[src/design/brc_pkg.sv]
package brc_pkg;

    localparam logic [15:0] MODULUS      = 16'hFFFF;
    localparam logic [7:0]  ALPHA_STEP   = 8'd17;
    localparam logic [7:0]  BETA_STEP    = 8'd31;
    localparam logic [7:0]  FIRST_OFFSET = 8'd7;
    localparam logic [15:0] PREV_INIT    = 16'd1;
    localparam logic [16:0] WRAP_BASE    = 17'h10000;

    typedef logic [7:0]  byte_t;
    typedef logic [15:0] term_t;
    typedef logic [24:0] prod_t;

    // x mod 65535 via end-around fold of the upper bits
    function automatic term_t fold_mod(input prod_t x);
        logic [16:0] s;
        s = 17'(x[24:16]) + 17'(x[15:0]);
        if (s >= 17'(MODULUS)) begin
            s = s - 17'(MODULUS);
        end
        return s[15:0];
    endfunction

endpackage

[src/design/byte_recurrence_checksum_unit.sv]
// Byte recurrence checksum. Message bytes enter on the s_ stream, one byte per word, with
// s_tlast on the final byte of a message. Each byte updates two running 16-bit terms
// (mod 65535); the first byte of a message seeds them. One result word carrying the
// checksum (0..65534) leaves on the m_ stream for every message, after its last byte.
// The block takes one byte every clock cycle unless stalled; an accepted byte is held in
// the input register, then updates the term registers, or for a final byte the result
// register. The term update, a 9x16 and an 8x16 multiply with a subtract and an end-around
// mod-65535 fold, is combinational because each new term feeds the next byte. Input stalls
// only while a finished checksum is held unread and another final byte is waiting behind it.
module byte_recurrence_checksum_unit (
    input  logic                 aclk,
    input  logic                 aresetn,
    input  logic                 s_tvalid,
    output logic                 s_tready,
    input  brc_pkg::byte_t       s_tdata,   // [7:0] data_byte
    input  logic                 s_tlast,   // last_byte
    output logic                 m_tvalid,
    input  logic                 m_tready,
    output brc_pkg::term_t       m_tdata    // [15:0] checksum
);
    import brc_pkg::*;

    logic        in_valid_reg, in_valid_next;
    byte_t       in_byte_reg;
    logic        in_last_reg;

    term_t       prev_reg, prev_next;
    term_t       cur_reg, cur_next;
    logic [7:0]  pos_reg, pos_next;
    logic        active_reg, active_next;

    logic        out_valid_reg, out_valid_next;
    term_t       out_data_reg;

    logic        advance;
    logic        s_accept;
    logic [7:0]  alpha;
    logic [7:0]  beta;
    logic [8:0]  factor;
    prod_t       plus;
    prod_t       minus;
    prod_t       diff;
    term_t       diff_mod;
    logic [16:0] wrap;
    term_t       neg_term;
    term_t       step_term;

    assign advance  = in_valid_reg && (!in_last_reg || !out_valid_reg || m_tready);
    assign s_tready = !in_valid_reg || advance;
    assign s_accept = s_tvalid && s_tready;

    assign alpha  = 8'(pos_reg * ALPHA_STEP);
    assign beta   = 8'(pos_reg * BETA_STEP);
    assign factor = 9'(in_byte_reg) + 9'(alpha);
    assign plus   = 25'(factor) * 25'(cur_reg);
    assign minus  = 25'(beta) * 25'(prev_reg);

    always_comb begin
        if (plus >= minus) begin
            diff = plus - minus;
        end else begin
            diff = minus - plus;
        end
        diff_mod = fold_mod(diff);
        // negative difference wraps at 16 bits, and 2^16 is 1 mod 65535
        wrap = WRAP_BASE - 17'(diff_mod);
        if (wrap >= 17'(MODULUS)) begin
            wrap = wrap - 17'(MODULUS);
        end
        neg_term = wrap[15:0];
        step_term = (plus >= minus) ? diff_mod : neg_term;
    end

    always_comb begin
        prev_next   = prev_reg;
        cur_next    = cur_reg;
        pos_next    = pos_reg;
        active_next = active_reg;
        if (advance) begin
            if (!active_reg) begin
                cur_next    = 16'(in_byte_reg) + 16'(FIRST_OFFSET);
                prev_next   = PREV_INIT;
                pos_next    = 8'd1;
                active_next = 1'b1;
            end else begin
                cur_next  = step_term;
                prev_next = cur_reg;
                pos_next  = pos_reg + 8'd1;
            end
        end
    end

    assign in_valid_next  = s_accept ? 1'b1 : (advance ? 1'b0 : in_valid_reg);
    assign out_valid_next = (advance && in_last_reg) ? 1'b1
                          : (m_tready ? 1'b0 : out_valid_reg);

    always_ff @(posedge aclk) begin
        if (!aresetn) begin
            in_valid_reg  <= 1'b0;
            out_valid_reg <= 1'b0;
            prev_reg      <= PREV_INIT;
            cur_reg       <= '0;
            pos_reg       <= '0;
            active_reg    <= 1'b0;
        end else begin
            in_valid_reg  <= in_valid_next;
            out_valid_reg <= out_valid_next;
            if (advance && in_last_reg) begin
                prev_reg   <= PREV_INIT;
                cur_reg    <= '0;
                pos_reg    <= '0;
                active_reg <= 1'b0;
            end else begin
                prev_reg   <= prev_next;
                cur_reg    <= cur_next;
                pos_reg    <= pos_next;
                active_reg <= active_next;
            end
        end
    end

    always_ff @(posedge aclk) begin
        if (s_accept) begin
            in_byte_reg <= s_tdata;
            in_last_reg <= s_tlast;
        end
        if (advance && in_last_reg) begin
            out_data_reg <= cur_next;
        end
    end

    assign m_tvalid = out_valid_reg;
    assign m_tdata  = out_data_reg;

endmodule

[config.mk]
export PLATFORM = sky130hd
export DESIGN_NAME = byte_recurrence_checksum_unit
export DESIGN_NICKNAME = d
export VERILOG_FILES = /design/src/design/brc_pkg.sv /design/src/design/byte_recurrence_checksum_unit.sv
export SDC_FILE = /design/constraint.sdc
export NUM_CORES = 1
export LEC_CHECK = 0
export BUFFER_PORTS_ARGS = -buffer_cell sky130_fd_sc_hd__buf_4
export CORE_MARGIN = 5
export CORE_UTILIZATION = 55
export CTS_CLUSTER_SIZE = 20
export DETAILED_ROUTE_END_ITERATION = 6
export HOLD_SLACK_MARGIN = 0.15
export PLACE_DENSITY = 0.71
export SETUP_SLACK_MARGIN = 0.4
export SYNTH_ARGS = -nofsm -noshare
export SYNTH_HDL_FRONTEND = slang
export SYNTH_SLANG_ARGS = --single-unit
[constraint.sdc]
create_clock -name aclk -period 36.4 [get_ports aclk]
set_input_delay 7.28 -clock aclk [delete_from_list [all_inputs] [get_ports aclk]]
set_output_delay 7.28 -clock aclk [all_outputs]
set_load 0.05 [all_outputs]
==> run_results.csv <==
group,metric,value,unit
outcome,status,"complete, no violations",
sta,fmax,0.0557,GHz
synth,yosysWarnings,0,
synth,yosys.area.top_type_share,24.1,%
worst_setup_path,cp.arrival,18020,ps
drt,firstDrtPassIters,5,
die,start_util,55.4,%
cts,clock-root-buffer,"clkbuf_16",
cts,clockBufferDepth,2,
drt,route.detailed.drc,0,
final_layout,nFillCells,2793,
sta,worst_slack,18460,ps
final_layout,layout_common_cells,"inv_1, nand2_1, fa_1",
worst_setup_path,cp-end-kind,"flip-flop",
sta,setup_tns,0,ps
die,fp-row-count,63,
final_layout,multi_input_area,0.0133,mm^2
worst_setup_path,r2r_start,"pos_reg[1]$_SDFFE_PP0P_",
drt,first_iter_violations,1148,
worst_setup_path,r2r-end,"m_tdata[0]$_DFFE_PP_",
cts,cts_hold_repair.buffers,0,
final_layout,layout.nets,2364,
sta,maxSlewViolCount,0,
die,die_h,183,um
final_layout,diodes,0,
cts,clkLatencyLatePin,340,ps
drt,dr_total_vias,14000,
synth,syn-num-nets,2387,
worst_setup_path,worst_ep_required_time,36470,ps
grt,grt_max_degree,39,
drt,postRouteAntennaNets,0,
cts,h-tree-depth,3,
sta,final-hold-violation-count,0,
sta,timing.final.crit_share,49.3,%
cts,clk_pin_slew,60,ps
synth,synth_area_per_cell,8.17,um^2
worst_setup_path,crit_path_frequent_cell,"a21oi_1",
worst_hold_path,hold_path.class,"flip-flop to flip-flop",
synth,synthesis.area,0.0164,mm^2
worst_setup_path,cp_max_fo,38,
synth,seq_area_frac_synth,9.84,%
die,fp.dieW,183,um
synth,ys_seq_elements,68,
die,dieArea,0.0333,mm^2
cts,postCtsSetupBuffers,0,
final_layout,final_cells,2376,
sta,rsz0062_at_grt,"false",
die,core_area,0.0296,mm^2
worst_setup_path,ff2ff_path_depth,70,
die,pin_count,31,
worst_setup_path,worst_path_max_delay_cell,"nand3_2",
synth,netlist_instances,2004,
grt,grt_use_total,27.5,%
drt,post_drt_wl_per_cell,19.3,um
worst_setup_path,cpPeakStageDelay,800,ps
sta,max_slew_margin,22.7,%
placement,place_congestion,0.959,
worst_hold_path,worstHoldStart,"in_valid_reg$_SDFFE_PN0P_",
synth,synth_cell_type_count,87,
grt,grt_pass1_vias,14200,
worst_setup_path,cp-start-kind,"flip-flop",
final_layout,layout-drive-gt1-share,4.58,%
cts,numCtsBuffers,9,
final_layout,final_common_cell,"inv_1",
cts,cts.repair.resized,0,
cts,cts_tree,"done",
placement,dp_hpwl,37400,um
drt,vias_per_cell,5.88,
sta,period_needed,17940,ps
sta,finalHoldWorstSlack,578,ps
placement,numPlacedInstances,2360,
final_layout,syn_to_final_growth,4.79,%
sta,setup_viol,0,
worst_hold_path,holdPathStages,2,
sta,tightestPinTransition,1160,ps
worst_hold_path,hold_end,"cur_reg[10]$_SDFF_PP0_",
synth,yosysTopAreaCell,"fa_1",
grt,grt_pass1_wl,74300,um
worst_setup_path,r2r_slack,18460,ps
sta,fin_worst_skew,8.23,ps
placement,preCtsSetupSlack,18520,ps
cts,clock-sinks,68,
worst_setup_path,worstSetupPathType,"flip-flop to flip-flop",
synth,synth_edf_count,25,
final_layout,regArea,0.00161,mm^2
placement,io_buffer_count,30,
drt,drt_wl_total,46000,um
synth,synth.top_cells.by_area,"fa_1, ha_1, inv_1",
grt,antenna_found_initial,0,
synth,async_flop_share,0,%
synth,synth-main-ff-cell,"dfxtp_1",
job,drv_cap,0,
grt,grt_overflow,0,
## kinds of logic after synthesis
| kind of cell | share of synthesized area (%) |
|---|---|
| AOI/OAI and AO/OA | 16.6 |
| xor gates and xnor gates | 7.00 |
| adders and majority gates | 37.3 |
| buffers and inverters | 8.92 |
| DFF | 9.84 |
| muxes | 0.428 |
| and+or+nand+nor | 19.9 |
## layer usage
layer | routed length, um | GRT usage, % | vias to the layer above
met5 | 0 | 0 | -
met4 | 1080 | 6.57 | 0
met3 | 2490 | 2.75 | 72
met2 | 22400 | 47.3 | 445
met1 | 20000 | 37.5 | 6909
li1 | - | - | 6548
## through the flow
step / area (um^2) / util [%]
finish: 17200 / 58.1
floorplan: 16400 / -
global placement: 16900 / 57.2
detailed placement: 16900 / 57.2
global route: 17200 / 58.1
CTS: 17200 / 58.1
## worst max-delay path: cells and delay by family, from the launching register on
kind	cells	cell delay (ps)
flip-flops	1	590
AO/OA/AOI/OAI	33	6920
adder cells (fa/ha/maj)	11	4680
buffers and inverters	5	450
AND/OR/NAND/NOR	17	4080
XOR/XNOR	3	490
multiplexers	1	420
## area by class of cell
cell class / count / area share [%]
flip-flops and latches: 68 / 9.39
repair buffers: 47 / 2.06
well taps: 390 / 2.84
multi-input cells: 1554 / 77.6
inverters: 301 / 6.58
clock inverters: 4 / 0.153
clock buffers: 12 / 1.38
## synth_stat cells (16+ instances only)
| master | count |
|---|---|
| nand2_1 | 221 |
| a21o_1 | 43 |
| fa_1 | 197 |
| dfxtp_1 | 43 |
| nand2b_1 | 16 |
| nor2_1 | 89 |
| a31oi_1 | 20 |
| o21ai_0 | 62 |
| inv_1 | 300 |
| a21oi_1 | 117 |
| ha_1 | 173 |
| edfxtp_1 | 25 |
| xor2_1 | 44 |
| a22oi_1 | 16 |
| o21bai_1 | 35 |
| clkbuf_1 | 59 |
| nor3_1 | 20 |
| xnor2_1 | 85 |
| nand3_1 | 30 |
| and2_1 | 148 |
| nor2b_1 | 27 |
## worst max path at each step
stage | startpoint | end | slack, ps | cells past startpoint
6_report | pos_reg[1]$_SDFFE_PP0P_ | m_tdata[0]$_DFFE_PP_ | 18460 | 70
3_3_place_gp | pos_reg[1]$_SDFFE_PP0P_ | m_tdata[2]$_DFFE_PP_ | 19150 | 70
3_5_place_dp | pos_reg[1]$_SDFFE_PP0P_ | m_tdata[2]$_DFFE_PP_ | 18520 | 68
2_1_floorplan | pos_reg[1]$_SDFFE_PP0P_ | m_tdata[5]$_DFFE_PP_ | 20860 | 70
5_1_grt | pos_reg[1]$_SDFFE_PP0P_ | m_tdata[2]$_DFFE_PP_ | 16860 | 70
4_1_cts | pos_reg[1]$_SDFFE_PP0P_ | m_tdata[2]$_DFFE_PP_ | 18510 | 68
Power is left out: the tool's default activity adds up to more than one toggle a clock period on the data nets, which glitch-free logic cannot reach.
